[src/rlc_pkg.sv]
package rlc_pkg;

  localparam int RUN_W       = 7;
  localparam int QUEUE_DEPTH = 4;
  localparam int QPTR_W      = 2;
  localparam int QCNT_W      = 3;

  localparam logic [7:0] CH_ZERO = 8'h30;
  localparam logic [7:0] CH_NINE = 8'h39;

  typedef struct packed {
    logic [7:0] in_char;
    logic       line_end;
  } rlc_in_t;

  typedef struct packed {
    logic [7:0] out_char;
    logic       last_of_step;
    logic       line_done;
  } rlc_out_t;

  typedef enum logic {
    CMD_RUN,
    CMD_REPEAT
  } cmd_kind_t;

  // One unit of work for the back end: a coded run or a repeated byte
  typedef struct packed {
    cmd_kind_t        kind;
    logic [7:0]       ch;
    logic [RUN_W-1:0] len;
    logic             last;
    logic             done;
  } rlc_cmd_t;

  typedef enum logic [2:0] {
    BK_IDLE,
    BK_TENS,
    BK_ONES,
    BK_CHAR,
    BK_REP
  } back_state_t;

  // Split a run length (0..64) into decimal tens and ones by reciprocal
  function automatic logic [7:0] split_digits(input logic [RUN_W-1:0] len);
    logic [10:0] prod;
    logic [3:0]  tens;
    logic [6:0]  tens_x10;
    logic [6:0]  ones;
    prod     = 11'(len) * 11'd13;
    tens     = prod[10:7];
    tens_x10 = (7'(tens) << 3) + (7'(tens) << 1);
    ones     = len - tens_x10;
    return {tens, ones[3:0]};
  endfunction

endpackage

[src/rlc_front.sv]
module rlc_front #(
  parameter int MAX_RUN = 64
) (
  input  logic             clk,
  input  logic             rst,
  input  logic             cfg_valid,
  output logic             cfg_ready,
  input  logic             cfg_data,
  input  logic             item_valid,
  output logic             item_ready,
  input  rlc_pkg::rlc_in_t item,
  output logic             push,
  output rlc_pkg::rlc_cmd_t push_cmd,
  input  logic             q_full
);
  import rlc_pkg::*;

  localparam logic [RUN_W-1:0] MAX_LEN = RUN_W'(MAX_RUN);

  logic             mode;
  logic [7:0]       held_char, held_char_next;
  logic [RUN_W-1:0] run_length, run_length_next;
  logic             have_held, have_held_next;
  logic [RUN_W-1:0] count_acc, count_acc_next;
  logic             seen_digit, seen_digit_next;
  rlc_cmd_t         pend, pend_next;
  logic             pend_valid, pend_valid_next;

  logic             accept;
  logic             cfg_write;
  logic             is_digit;
  logic [3:0]       dval;
  logic [9:0]       acc10;
  logic [RUN_W-1:0] acc_sat;
  logic             has1, has2;
  rlc_cmd_t         cmd1, cmd2;
  logic [RUN_W-1:0] reps;

  assign cfg_ready  = 1'b1;
  assign cfg_write  = cfg_valid && cfg_ready;
  assign item_ready = !pend_valid && !q_full;
  assign accept     = item_valid && item_ready;

  assign is_digit = (item.in_char >= CH_ZERO) && (item.in_char <= CH_NINE);
  assign dval     = 4'(item.in_char - CH_ZERO);
  assign acc10    = (10'(count_acc) << 3) + (10'(count_acc) << 1) + 10'(dval);
  assign acc_sat  = (acc10 > 10'(MAX_RUN)) ? MAX_LEN : acc10[RUN_W-1:0];
  assign reps     = seen_digit ? count_acc : RUN_W'(1);

  always_comb begin
    held_char_next  = held_char;
    run_length_next = run_length;
    have_held_next  = have_held;
    count_acc_next  = count_acc;
    seen_digit_next = seen_digit;
    has1 = 1'b0;
    has2 = 1'b0;
    cmd1 = '{kind: CMD_RUN, ch: held_char, len: run_length, last: 1'b1, done: 1'b0};
    cmd2 = '{kind: CMD_RUN, ch: item.in_char, len: RUN_W'(1), last: 1'b1,
             done: 1'b1};
    if (accept) begin
      if (!mode) begin
        if (have_held && item.in_char == held_char && run_length < MAX_LEN) begin
          run_length_next = run_length + RUN_W'(1);
        end else begin
          has1            = have_held;
          held_char_next  = item.in_char;
          run_length_next = RUN_W'(1);
          have_held_next  = 1'b1;
        end
        if (item.line_end) begin
          // close the final run; an earlier one in the same step loses its last flag
          has2      = 1'b1;
          cmd2.ch   = held_char_next;
          cmd2.len  = run_length_next;
          cmd1.last = 1'b0;
          held_char_next  = '0;
          run_length_next = '0;
          have_held_next  = 1'b0;
        end
      end else begin
        if (is_digit) begin
          count_acc_next  = acc_sat;
          seen_digit_next = 1'b1;
          if (item.line_end) begin
            count_acc_next  = '0;
            seen_digit_next = 1'b0;
          end
        end else begin
          has1 = (reps != '0);
          cmd1 = '{kind: CMD_REPEAT, ch: item.in_char, len: reps, last: 1'b1,
                   done: item.line_end};
          count_acc_next  = '0;
          seen_digit_next = 1'b0;
        end
      end
    end
  end

  always_comb begin
    push            = 1'b0;
    push_cmd        = pend;
    pend_next       = pend;
    pend_valid_next = pend_valid;
    if (pend_valid) begin
      if (!q_full) begin
        push            = 1'b1;
        pend_valid_next = 1'b0;
      end
    end else if (accept) begin
      push            = has1 || has2;
      push_cmd        = has1 ? cmd1 : cmd2;
      // hold the second run until the queue takes it
      pend_valid_next = has1 && has2;
      pend_next       = cmd2;
    end
  end

  always_ff @(posedge clk) begin
    if (rst || cfg_write) begin
      held_char  <= '0;
      run_length <= '0;
      have_held  <= 1'b0;
      count_acc  <= '0;
      seen_digit <= 1'b0;
      pend_valid <= 1'b0;
    end else begin
      held_char  <= held_char_next;
      run_length <= run_length_next;
      have_held  <= have_held_next;
      count_acc  <= count_acc_next;
      seen_digit <= seen_digit_next;
      pend_valid <= pend_valid_next;
    end
    pend <= pend_next;
  end

  always_ff @(posedge clk) begin
    if (rst) begin
      mode <= 1'b0;
    end else if (cfg_write) begin
      mode <= cfg_data;
    end
  end

  a_line_end_clears_run: assert property (@(posedge clk) disable iff (rst)
    accept && item.line_end && !mode && !cfg_write |=> !have_held)
    else $error("open run survived a line end");

endmodule

[src/rlc_queue.sv]
module rlc_queue (
  input  logic              clk,
  input  logic              rst,
  input  logic              push,
  input  rlc_pkg::rlc_cmd_t push_cmd,
  input  logic              pop,
  output rlc_pkg::rlc_cmd_t head,
  output logic              full,
  output logic              empty
);
  import rlc_pkg::*;

  rlc_cmd_t            slots [QUEUE_DEPTH];
  logic [QPTR_W-1:0]   wr_ptr;
  logic [QPTR_W-1:0]   rd_ptr;
  logic [QCNT_W-1:0]   count;

  assign full  = (count == QCNT_W'(QUEUE_DEPTH));
  assign empty = (count == '0);
  assign head  = slots[rd_ptr];

  always_ff @(posedge clk) begin
    if (push) begin
      slots[wr_ptr] <= push_cmd;
    end
  end

  always_ff @(posedge clk) begin
    if (rst) begin
      wr_ptr <= '0;
      rd_ptr <= '0;
      count  <= '0;
    end else begin
      if (push) begin
        wr_ptr <= wr_ptr + QPTR_W'(1);
      end
      if (pop) begin
        rd_ptr <= rd_ptr + QPTR_W'(1);
      end
      count <= count + QCNT_W'(push) - QCNT_W'(pop);
    end
  end

  a_no_overflow: assert property (@(posedge clk) disable iff (rst)
    !(push && full && !pop) && !(pop && empty))
    else $error("command queue overflow or underflow");

endmodule

[src/rlc_back.sv]
module rlc_back (
  input  logic              clk,
  input  logic              rst,
  input  logic              q_empty,
  input  rlc_pkg::rlc_cmd_t q_head,
  output logic              pop,
  output logic              result_valid,
  input  logic              result_ready,
  output rlc_pkg::rlc_out_t result
);
  import rlc_pkg::*;

  back_state_t      state, state_next;
  rlc_cmd_t         cmd, cmd_next;
  logic [RUN_W-1:0] cnt, cnt_next;
  logic [3:0]       tens, tens_next;
  logic [3:0]       ones, ones_next;
  logic             res_valid_next;
  rlc_out_t         res_next;
  logic             adv;
  logic             emit;
  rlc_out_t         emit_data;
  logic [7:0]       head_digits;

  assign adv         = !result_valid || result_ready;
  assign head_digits = split_digits(q_head.len);

  always_comb begin
    state_next = state;
    cmd_next   = cmd;
    cnt_next   = cnt;
    tens_next  = tens;
    ones_next  = ones;
    pop        = 1'b0;
    emit       = 1'b0;
    emit_data  = '{out_char: cmd.ch, last_of_step: 1'b0, line_done: 1'b0};
    case (state)
      BK_IDLE: begin
        if (!q_empty) begin
          pop       = 1'b1;
          cmd_next  = q_head;
          cnt_next  = q_head.len;
          tens_next = head_digits[7:4];
          ones_next = head_digits[3:0];
          if (q_head.kind == CMD_REPEAT) begin
            state_next = BK_REP;
          end else if (q_head.len >= RUN_W'(10)) begin
            state_next = BK_TENS;
          end else if (q_head.len >= RUN_W'(2)) begin
            state_next = BK_ONES;
          end else begin
            state_next = BK_CHAR;
          end
        end
      end
      BK_TENS: begin
        if (adv) begin
          emit               = 1'b1;
          emit_data.out_char = CH_ZERO + 8'(tens);
          state_next         = BK_ONES;
        end
      end
      BK_ONES: begin
        if (adv) begin
          emit               = 1'b1;
          emit_data.out_char = CH_ZERO + 8'(ones);
          state_next         = BK_CHAR;
        end
      end
      BK_CHAR: begin
        if (adv) begin
          emit                   = 1'b1;
          emit_data.last_of_step = cmd.last;
          emit_data.line_done    = cmd.done;
          state_next             = BK_IDLE;
        end
      end
      BK_REP: begin
        if (adv) begin
          emit                   = 1'b1;
          emit_data.last_of_step = (cnt == RUN_W'(1)) && cmd.last;
          emit_data.line_done    = (cnt == RUN_W'(1)) && cmd.done;
          cnt_next               = cnt - RUN_W'(1);
          if (cnt == RUN_W'(1)) begin
            state_next = BK_IDLE;
          end
        end
      end
      default: begin
        state_next = BK_IDLE;
      end
    endcase
    res_valid_next = emit || (result_valid && !result_ready);
    res_next       = emit ? emit_data : result;
  end

  always_ff @(posedge clk) begin
    if (rst) begin
      state        <= BK_IDLE;
      result_valid <= 1'b0;
    end else begin
      state        <= state_next;
      result_valid <= res_valid_next;
    end
    cmd    <= cmd_next;
    cnt    <= cnt_next;
    tens   <= tens_next;
    ones   <= ones_next;
    result <= res_next;
  end

  a_rep_count_live: assert property (@(posedge clk) disable iff (rst)
    state == BK_REP |-> cnt != '0)
    else $error("repeat started with an empty count");

endmodule

[src/text_run_length_codec.sv]
// Run-length codec for one line of text, one byte per request. Mode 0 codes
// each run of a repeated byte as its decimal length followed by the byte
// (a single byte stands bare, runs split at MAX_RUN); mode 1 reads a decimal
// count and repeats the next non-digit that many times. A front end takes one
// byte per cycle and turns each run into a command for a four-entry queue; when
// a line end closes two runs at once it holds the second and takes no byte until
// the queue takes it, and it stalls while the queue is full. The back end loads
// each command from the queue in its idle state and then writes its bytes (up to
// three for a coded run, up to MAX_RUN for an expansion) at one byte per cycle
// while the output is not stalled, so it sets the output speed and, on long
// expansions, the input rate. Writing mode clears every partial run and count.
module text_run_length_codec #(
  parameter int MAX_RUN = 64
) (
  input  logic              clk,
  input  logic              rst,
  input  logic              cfg_valid,
  output logic              cfg_ready,
  input  logic              cfg_data,
  input  logic              item_valid,
  output logic              item_ready,
  input  rlc_pkg::rlc_in_t  item,
  output logic              result_valid,
  input  logic              result_ready,
  output rlc_pkg::rlc_out_t result
);
  import rlc_pkg::*;

  logic     push;
  rlc_cmd_t push_cmd;
  logic     pop;
  rlc_cmd_t head;
  logic     q_full;
  logic     q_empty;

  rlc_front #(
    .MAX_RUN(MAX_RUN)
  ) u_front (
    .clk        (clk),
    .rst        (rst),
    .cfg_valid  (cfg_valid),
    .cfg_ready  (cfg_ready),
    .cfg_data   (cfg_data),
    .item_valid (item_valid),
    .item_ready (item_ready),
    .item       (item),
    .push       (push),
    .push_cmd   (push_cmd),
    .q_full     (q_full)
  );

  rlc_queue u_queue (
    .clk      (clk),
    .rst      (rst),
    .push     (push),
    .push_cmd (push_cmd),
    .pop      (pop),
    .head     (head),
    .full     (q_full),
    .empty    (q_empty)
  );

  rlc_back u_back (
    .clk          (clk),
    .rst          (rst),
    .q_empty      (q_empty),
    .q_head       (head),
    .pop          (pop),
    .result_valid (result_valid),
    .result_ready (result_ready),
    .result       (result)
  );

endmodule
[config.mk]
export PLATFORM = sky130hd
export DESIGN_NAME = text_run_length_codec
export DESIGN_NICKNAME = d
export VERILOG_FILES = /design/src/rlc_pkg.sv /design/src/rlc_front.sv /design/src/rlc_queue.sv /design/src/rlc_back.sv /design/src/text_run_length_codec.sv
export SDC_FILE = /design/constraint.sdc
export NUM_CORES = 1
export LEC_CHECK = 0
export BUFFER_PORTS_ARGS = -buffer_cell sky130_fd_sc_hd__buf_2
export CORE_UTILIZATION = 62
export DETAILED_ROUTE_END_ITERATION = 8
export GPL_ROUTABILITY_DRIVEN = 0
export PLACE_DENSITY = 0.85
export SLEW_MARGIN = 20
export SYNTH_ARGS = -nofsm -noshare
export SYNTH_HDL_FRONTEND = slang
export SYNTH_SLANG_ARGS = --single-unit
[constraint.sdc]
create_clock -name clk -period 4.9 [get_ports clk]
set_clock_uncertainty 0.1 [all_clocks]
set_input_delay 0.245 -clock clk [delete_from_list [all_inputs] [get_ports clk]]
set_output_delay 0.245 -clock clk [all_outputs]
set_load 0.05 [all_outputs]
Yosys cells after proc, flatten, opt, wreduce, memory -nomap -nowiden
Memories as Yosys holds them, arrays and structs flattened. A register that Yosys moved wholly into a read port is not among the register bits.
Cells that the tools add are included.
W data, S select, Z words.
- input bits: 15
- output and inout port bits: 13
- bits in registers: 87
- memories: 1
- memory bits (writable): 72
- memories (memory ; words ; width ; read ports ; clocked after memory_dff ; wr ports ; line ; RTL):
    u_queue.slots ; 4 ; 18 ; 1 ; 1 ; 1 ; rlc_queue.sv:13 ; rlc_cmd_t slots [QUEUE_DEPTH];
- mux-type cells: 61
- equality and inequality tests: 14
- $mul: 1
- reduce and logical (&&, ||, !) cells: 29
- order comparisons: 6
- add/subtract/negate cells: 13
- bitwise operators: 3
- operator list (cell ; number):
    $mux W18 ; 4
    $mux W7 ; 8
    $mux W8 ; 4
    $mux W15 ; 2
    $mux W1 ; 26
    $mux W3 ; 8
    $mux W16 ; 1
    $pmux W8 S2 ; 1
    $pmux W3 S5 ; 1
    $add A6 B4 Y7 const A ; 2
    $pmux W7 S2 ; 1
    $mul A7 B4 Y11 const B ; 1
    $add A10 B4 Y10 ; 1
    $add A10 B8 Y10 ; 1
    $gt A10 B7 Y1 const B ; 1
    $ne A2 B1 Y1 const B ; 5
    $logic_and A1 B1 Y1 ; 9
    $eq A8 B8 Y1 ; 1
    $ge A8 B6 Y1 const B ; 1
    $le A8 B6 Y1 const B ; 1
    $mux W2 ; 4
    $reduce_and A2 Y1 ; 4
    $add A7 B1 Y7 const B ; 1
    $eq A7 B1 Y1 const B ; 1
    other kinds (24) ; 38

Logic depth before layout (Yosys ltp)
Gate-level depths: netlist (run 1).
- depth after elaboration: 11
- gate-level depth with buffers: 17
- depth with buffers taken out: 16

Cells and area by module
Synthesis (run 1) repeated with hierarchy kept, for this count alone.
- cells, all modules: 672
- area, all modules: 8150.3 um2
- by module, submodules not included (module ; area an instance (um2) ; times used ; cells each ; sequential area each (um2)):
    rlc_queue ; 3078.0 ; 1 ; 136 ; 2342.2
    rlc_front ; 2641.3 ; 1 ; 309 ; 970.9
    rlc_back ; 2431.1 ; 1 ; 227 ; 1131.1

Worst setup path before layout (run 1)
Ideal clock, no wire load.
- kind: reg2reg
- start: reg with a tool-made name
- end: reg u_back.ones[3], data pin
- cell stages (with the launch flop): 16
- setup time: 0.259 ns
- arrival time: 3.611 ns
- period minus slack after synthesis: 3.970 ns
- setup slack: 0.930 ns
- required time: 4.541 ns
- path through: dfxtp_1 -> buf_6 -> mux4_1 -> ha_1 -> fa_1 -> inv_1 -> ha_1 -> o21a_1 -> nor2_1 -> a21oi_4 -> a21oi_2 -> xnor2_1 -> ha_1 -> a21boi_2 -> xnor2_1 -> xnor2_1
- RTL lines (what ; line ; RTL):
    end signal: assignment ; rlc_back.sv:108 ; ones <= ones_next;
    end: declaration ; rlc_back.sv:17 ; logic [3:0] ones, ones_next;

==> impl_metrics.toml, run 1 <==
[global_routing]
antenna_found_initial = 0
grt_pass1_vias = 5166
grt.overflow.total = 0
grt_max_degree = 34
grt_usage = 0.255
grt_pass1_wl_um = 25300

[critical_path]
max_stage_delay_ns = 0.78
cp_max_fo = 7
crit_cells = 14
crit_arrival_ns = 4.48
end_kind = "flop"
worstRegToRegCells = 14
crit_path_start_kind = "flop"
cp_num_buf_inv = 1
critPathRequiredTime_ns = 4.98
crit_slowest_cell = "mux4_1"
crit_type = "flop to flop"
path_delay_family = "adder cells"
path_cells = "mux4_1, ha_1, fa_1, inv_1, ha_1, o21a_1, nor2_1, a21oi_4, a21oi_2, xnor2_1, ha_1, a21boi_2, xnor2_1, xnor2_1"

[logic_synthesis]
synth_ff_type = "edfxtp_1"
synth_seq_cells = 161
synth_area_leaders = "edfxtp_1, dfxtp_1, ha_1"
syn_area_um2 = 8080
syn_inst = 659
yosys_warnings = 0
ys_seq_area_frac = 0.550
yosys.area.top_type = "edfxtp_1"
avgSynthCellArea_um2 = 12.3
synth_top_area_share = 0.453
synth_edf_count = 122
syn-num-nets = 730
async_reset_ff_frac = 0
synth.distinct_cells = 70

[placed_design]
place_ws_ns = 0.523
dp.cells = 829
hpwl_um = 10900
io_buffer_count = 26
post_dp_cell_area_um2 = 8320

[power_and_ir_drop]
switching_power_mw = 2.04
power_frac_comb = 0.394
swShare = 0.357
vdd_ir_drop_max_uv = 482
clkPwrFrac = 0.234
p_int_mw = 3.67
leakage_nw = 3.46
p_seq_frac = 0.372
p_per_area_nw_per_um2 = 633

[hold_path]
hold_depth = 1
min_path_type = "primary input to flop"

[timing]
hold_violations = 0
finalSetupTns_ns = 0
rsz0062_at_grt = "false"
slew_headroom = 0.344
setup_ws_ns = 0.504
fin_crit_sh = 0.897
fmax_ghz = 0.227
maxSlewViolCount = 0
fin_crit_ns = 4.40
setup_viol = 0
worst_pin_slew_ns = 0.984

[floorplanning]
die_h_um = 116
row_count = 41
die_w_um = 116
die_area_um2 = 13500
start_util = 0.638
coreArea_um2 = 12700
io_pins = 28

[finish]
final_common_cell = "edfxtp_1"
final_net_count = 756
stdcell_count = 870
final_cell_mix = "edfxtp_1, nor2_1, ha_1, a21oi_1"
drive_gt1_frac = 0.142
n_antenna_cell = 0
syn2layout_area_growth_pct = 11.4
fin_area_um2 = 9010

[cts]
htree_levels = 4
postCtsSetupBuffers = 0
cts_tree = "yes"
clock-root-buffer = "clkbuf_16"
cts.sinks = 161
cts_made_buffers = 17
cts_buffer_depth = 2
clock_latency_ns = 0.43
path_clk_slew_ns = 0.06

[drt]
viasPerCell = 5.84
drcViolationCount = 0
num_vias = 5078
ant_nets = 0
drt_wl_total_um = 15500
drtIter0Drc = 272
drtPass1Iterations = 5
wl_per_cell_um = 17.8

[run_status]
status = "completed"

[job]
cap_violations = 0
final timing paths:
| kind | start | endpoint | slack (ns) |
|---|---|---|---|
| max | flop | u_back.ones[3] | 0.50 |
| min | item[2] | u_front.pend[10] | 0.02 |
| max reg2reg | flop | u_back.ones[3] | 0.50 |
| min reg2reg | u_front.held_char[3] | u_front.held_char[3] | 0.39 |
flip-flops by register name, indices dropped and copies added (netlist names), named ones only:
register	flops
u_back.cmd	10
u_front.held_char	8
u_front.count_acc	7
u_front.seen_digit	1
u_back.ones	4
u_queue.slots	72
u_queue.wr_ptr	2
u_queue.rd_ptr	2
u_back.cnt	7
u_front.mode	1
u_front.run_length	7
u_front.have_held	1
u_back.tens	4
u_queue.count	3
u_back.result	10
u_back.result_valid	1
u_front.pend	15
u_back.state	3
u_front.pend_valid	1
Yosys cell counts (7+ instances only):
library cell  count
edfxtp_1        122
nor2_1           57
ha_1             50
a21oi_1          44
inv_1            40
nand2_1          40
dfxtp_1          39
clkbuf_1         21
xnor2_1          20
o21ai_0          15
mux4_2           14
xor2_1           14
and2_1           13
nand2b_1         13
nor3_1           10
mux2i_1           9
nor3b_1           9
and3_1            7
nand3_1           7
nor2b_1           7
power groups by stage:
stage | Sequential (mW) | Combinational, mW | Clock, mW
detailed placement | 2.14 | 2.25 | 0
floorplan | 2.23 | 1.65 | 0
global placement | 2.12 | 2.08 | 0
CTS | 2.12 | 2.27 | 1.35
finish | 2.12 | 2.25 | 1.33
global route | 2.16 | 2.49 | 1.39
layer usage:
layer | vias up | routed length (um) | global-route usage
met3 | 37 | 681 | 0.0566
met2 | 154 | 7950 | 0.441
met5 | - | 0 | 0
li1 | 2435 | - | -
met1 | 2452 | 6340 | 0.297
met4 | 0 | 532 | 0.138
layout make-up:
type / instances / area, um^2
clock buffers: 23 / 499
clock inverters: 9 / 103
fillers: 863 / 3660
inverters: 42 / 158
multi-input cells: 425 / 3350
flip-flops and latches: 161 / 4440
well taps: 172 / 215
repair buffers: 38 / 243
through the flow:
stage                      util  power (mW)  hold WS [ns]
after global placement    0.656        4.21         0.371
after detailed placement  0.656        4.39         0.381
final                     0.711        5.70        0.0153
after floorplan               -        3.87         0.217
after global routing      0.711        6.04        0.0126
after CTS                 0.711        5.73        0.0142
cell families (layout without fill, tap and decap cells):
logic type,Yosys count,in the layout,synth area share
other,1,1,0.000464
XOR/XNOR,36,36,0.0409
flip-flops,161,161,0.550
AND/OR/NAND/NOR,192,192,0.125
buffers and inverters,73,112,0.0370
adder cells (fa/ha/maj),56,56,0.0922
multiplexers,27,27,0.0631
AO/OA/AOI/OAI,113,113,0.0913
what timing repair did:
action / in CTS / in global routing
hold buffers: 9 / 0
endpoints found under the hold margin: 8 / 0
resized for setup: 0 / 0
No activity file was read; power rests on OpenSTA's default activity.
==> run 2: changes to the inputs <==
--- a/config.mk
+++ b/config.mk
@@ -6,6 +6,7 @@
 export NUM_CORES = 1
 export LEC_CHECK = 0
 export BUFFER_PORTS_ARGS = -buffer_cell sky130_fd_sc_hd__buf_2
+export CAP_MARGIN = 5
 export CORE_UTILIZATION = 62
 export DETAILED_ROUTE_END_ITERATION = 8
 export GPL_ROUTABILITY_DRIVEN = 0
@@ -13,4 +14,5 @@
 export SLEW_MARGIN = 20
 export SYNTH_ARGS = -nofsm -noshare
 export SYNTH_HDL_FRONTEND = slang
+export SYNTH_HIERARCHICAL = 1
 export SYNTH_SLANG_ARGS = --single-unit
==> impl_metrics.toml, run 2 <==
[cts]
cts_buffer_depth = 2
cts.sinks = 161
cts_made_buffers = 17
htree_levels = 4
postCtsSetupBuffers = 0
path_clk_slew_ns = 0.06
clock_latency_ns = 0.43
ctsResizeCount = 0
cts_tree = "yes"
clock-root-buffer = "clkbuf_16"

[floorplanning]
coreArea_um2 = 12700
start_util = 0.641
die_h_um = 117
die_w_um = 117
row_count = 41
die_area_um2 = 13600
io_pins = 28

[critical_path]
cp_max_fo = 14
crit_slowest_cell = "mux4_1"
crit_arrival_ns = 4.63
end_kind = "flop"
crit_top_cell = "ha_1"
worstSetupEndpoint = "u_back/ones[3]"
worstRegToRegCells = 15
max_stage_delay_ns = 0.74
crit_path_start_kind = "flop"
reg2reg_slack_ns = 0.34
regToRegEndpoint = "u_back/ones[3]"
critPathRequiredTime_ns = 4.97
crit_type = "flop to flop"
path_cells = "buf_4, mux4_1, ha_1, inv_1, fa_1, inv_1, ha_1, nand4_1, o22ai_1, nor2_1, o21bai_1, xor2_1, ha_1, xor2_1, xnor3_1"

[timing]
slew_headroom = 0.351
rsz0062_at_grt = "false"
fin_crit_sh = 0.930
setup_viol = 0
fin_crit_ns = 4.56
fmax_ghz = 0.219
worst_pin_slew_ns = 0.973
hold_violations = 0
maxSlewViolCount = 0
finalSetupTns_ns = 0

[logic_synthesis]
synth_area_leaders = "edfxtp_1, dfxtp_1, ha_1"
syn-num-nets = 744
avgSynthCellArea_um2 = 12.1
yosys_warnings = 6
synth_seq_cells = 161
synth_ff_type = "edfxtp_1"
synth_top_area_share = 0.449
ys_seq_area_frac = 0.545
async_reset_ff_frac = 0
yosysMostFrequentCell = "edfxtp_1"
synth_edf_count = 122
syn_area_um2 = 8150
yosys.area.top_type = "edfxtp_1"
netlist_top_cells_count = "edfxtp_1, nor2_1, ha_1"
synth.distinct_cells = 74
syn_inst = 672

[drt]
viasPerCell = 5.97
drcViolationCount = 0
drtIter0Drc = 349
wl_per_cell_um = 19.0
drt_wl_total_um = 16900
drtPass1Iterations = 4
num_vias = 5301
ant_nets = 0

[finish]
regArea_um2 = 4440
multi_input_area_um2 = 3390
stdcell_count = 888
fin_area_um2 = 9090
syn2layout_area_growth_pct = 11.6
final_common_cell = "edfxtp_1"
post-route-util = 0.715
n_antenna_cell = 0
drive_gt1_frac = 0.128
fillCellCount = 871
largest_reg_flops = 72
final_net_count = 775
final_cell_mix = "edfxtp_1, nor2_1, ha_1, nand2_1, a21oi_1"
top_register = "u_queue/slots"
largest_registers = "u_queue/slots (72), u_front/pend (15)"

[power_and_ir_drop]
switching_power_mw = 2.19
leakage_nw = 3.52
power_frac_comb = 0.408
vdd_ir_drop_max_uv = 481
p_int_mw = 3.70
clkPwrFrac = 0.229
p_seq_frac = 0.363
p_total_mw = 5.89
p_per_area_nw_per_um2 = 648
swShare = 0.372

[placed_design]
io_buffer_count = 26
dp.cells = 848
post_dp_cell_area_um2 = 8410
hpwl_um = 11500

[global_routing]
antenna_found_initial = 0
grt_pass1_wl_um = 26700
grt_pass1_vias = 5326
grt.overflow.total = 0
grt_usage = 0.270
grt_max_degree = 32

[job]
cap_violations = 0

[hold_path]
min_path_type = "primary input to flop"

[run_status]
status = "completed"
[run 2: cell count changes in the layout (fill, tap and decap cells not counted), moves of 4 or more]
cell / before / now
nand2_1: 40 / 49
nor3b_1: 9 / 0
xnor2_1: 20 / 11
nand3_1: 7 / 15
inv_6: 0 / 6
o211ai_1: 5 / 0
xor2_1: 14 / 19
a21o_1: 2 / 6
mux4_1: 4 / 8
mux4_2: 14 / 10
[run 2: routing by layer]
metal | part of all wire | GRT usage | vias to the layer above
li1 | - | - | 2506
met1 | 0.40 | 0.308 | 2608
met2 | 0.53 | 0.491 | 156
met3 | 0.044 | 0.0633 | 31
met4 | 0.021 | 0.104 | 0
met5 | 0 | 0 | -
[run 2: what timing repair did]
item | CTS | global route
hold buffers | 8 | 0
endpoints found under the hold margin | 7 | 0
setup endpoints to repair | 0 | 0
[run 2: power by group through the flow]
| stage | combinational, mW | sequential (mW) | clock [mW] |
|---|---|---|---|
| 4_1_cts | 2.37 | 2.14 | 1.37 |
| 3_5_place_dp | 2.31 | 2.16 | 0 |
| 2_1_floorplan | 1.63 | 2.26 | 0 |
| 6_report | 2.40 | 2.14 | 1.35 |
| 5_1_grt | 2.61 | 2.17 | 1.42 |
| 3_3_place_gp | 2.11 | 2.13 | 0 |
[run 2: stage by stage]
step	hold WS [ns]	setup WS, ns
CTS	0.00912	0.348
floorplan	0.214	0.850
detailed placement	0.363	0.495
finish	0.0191	0.342
global route	0.0134	0.150
global placement	0.361	0.755
[run 2: area by class of cell]
type | count | share of cell area
sequential | 161 | 0.489
clock buffer | 18 | 0.0472
clock inverter | 14 | 0.0195
timing repair buffer | 40 | 0.0281
tap | 172 | 0.0237
multi-input combinational | 437 | 0.373
inverter | 46 | 0.0195
[run 2: how the worst min path moves through the flow]
stage               depth (start not counted)               endpoint             startpoint
floorplan                                   1    u_back/result_valid                    rst
global placement                            2  u_front/run_length[5]  u_front/run_length[5]
detailed placement                          2  u_front/run_length[6]  u_front/run_length[6]
CTS                                         1        u_front/pend[9]                item[1]
global route                                1        u_front/pend[9]                item[1]
finish                                      1        u_front/pend[9]                item[1]
[run 2: cell families (layout without fill, tap and decap cells)]
group,after synthesis,count (layout),share of synthesized area
AO/OA/AOI/OAI,119,119,0.0916
XOR/XNOR,33,33,0.0399
multiplexers,30,30,0.0683
AND/OR/NAND/NOR,197,197,0.123
flip-flops,161,161,0.545
buffers and inverters,74,118,0.0385
other,1,1,0.000460
adder cells (fa/ha/maj),57,57,0.0930
[run 2: critical path: cells and delay by family, from the launching register on]
family | cells | cell delay (ns)
AND/OR/NAND/NOR | 2 | 0.38
AO/OA/AOI/OAI | 2 | 0.23
flip-flops | 1 | 0.48
XOR/XNOR | 3 | 0.75
multiplexers | 1 | 0.74
adder cells (fa/ha/maj) | 4 | 1.12
buffers and inverters | 3 | 0.50
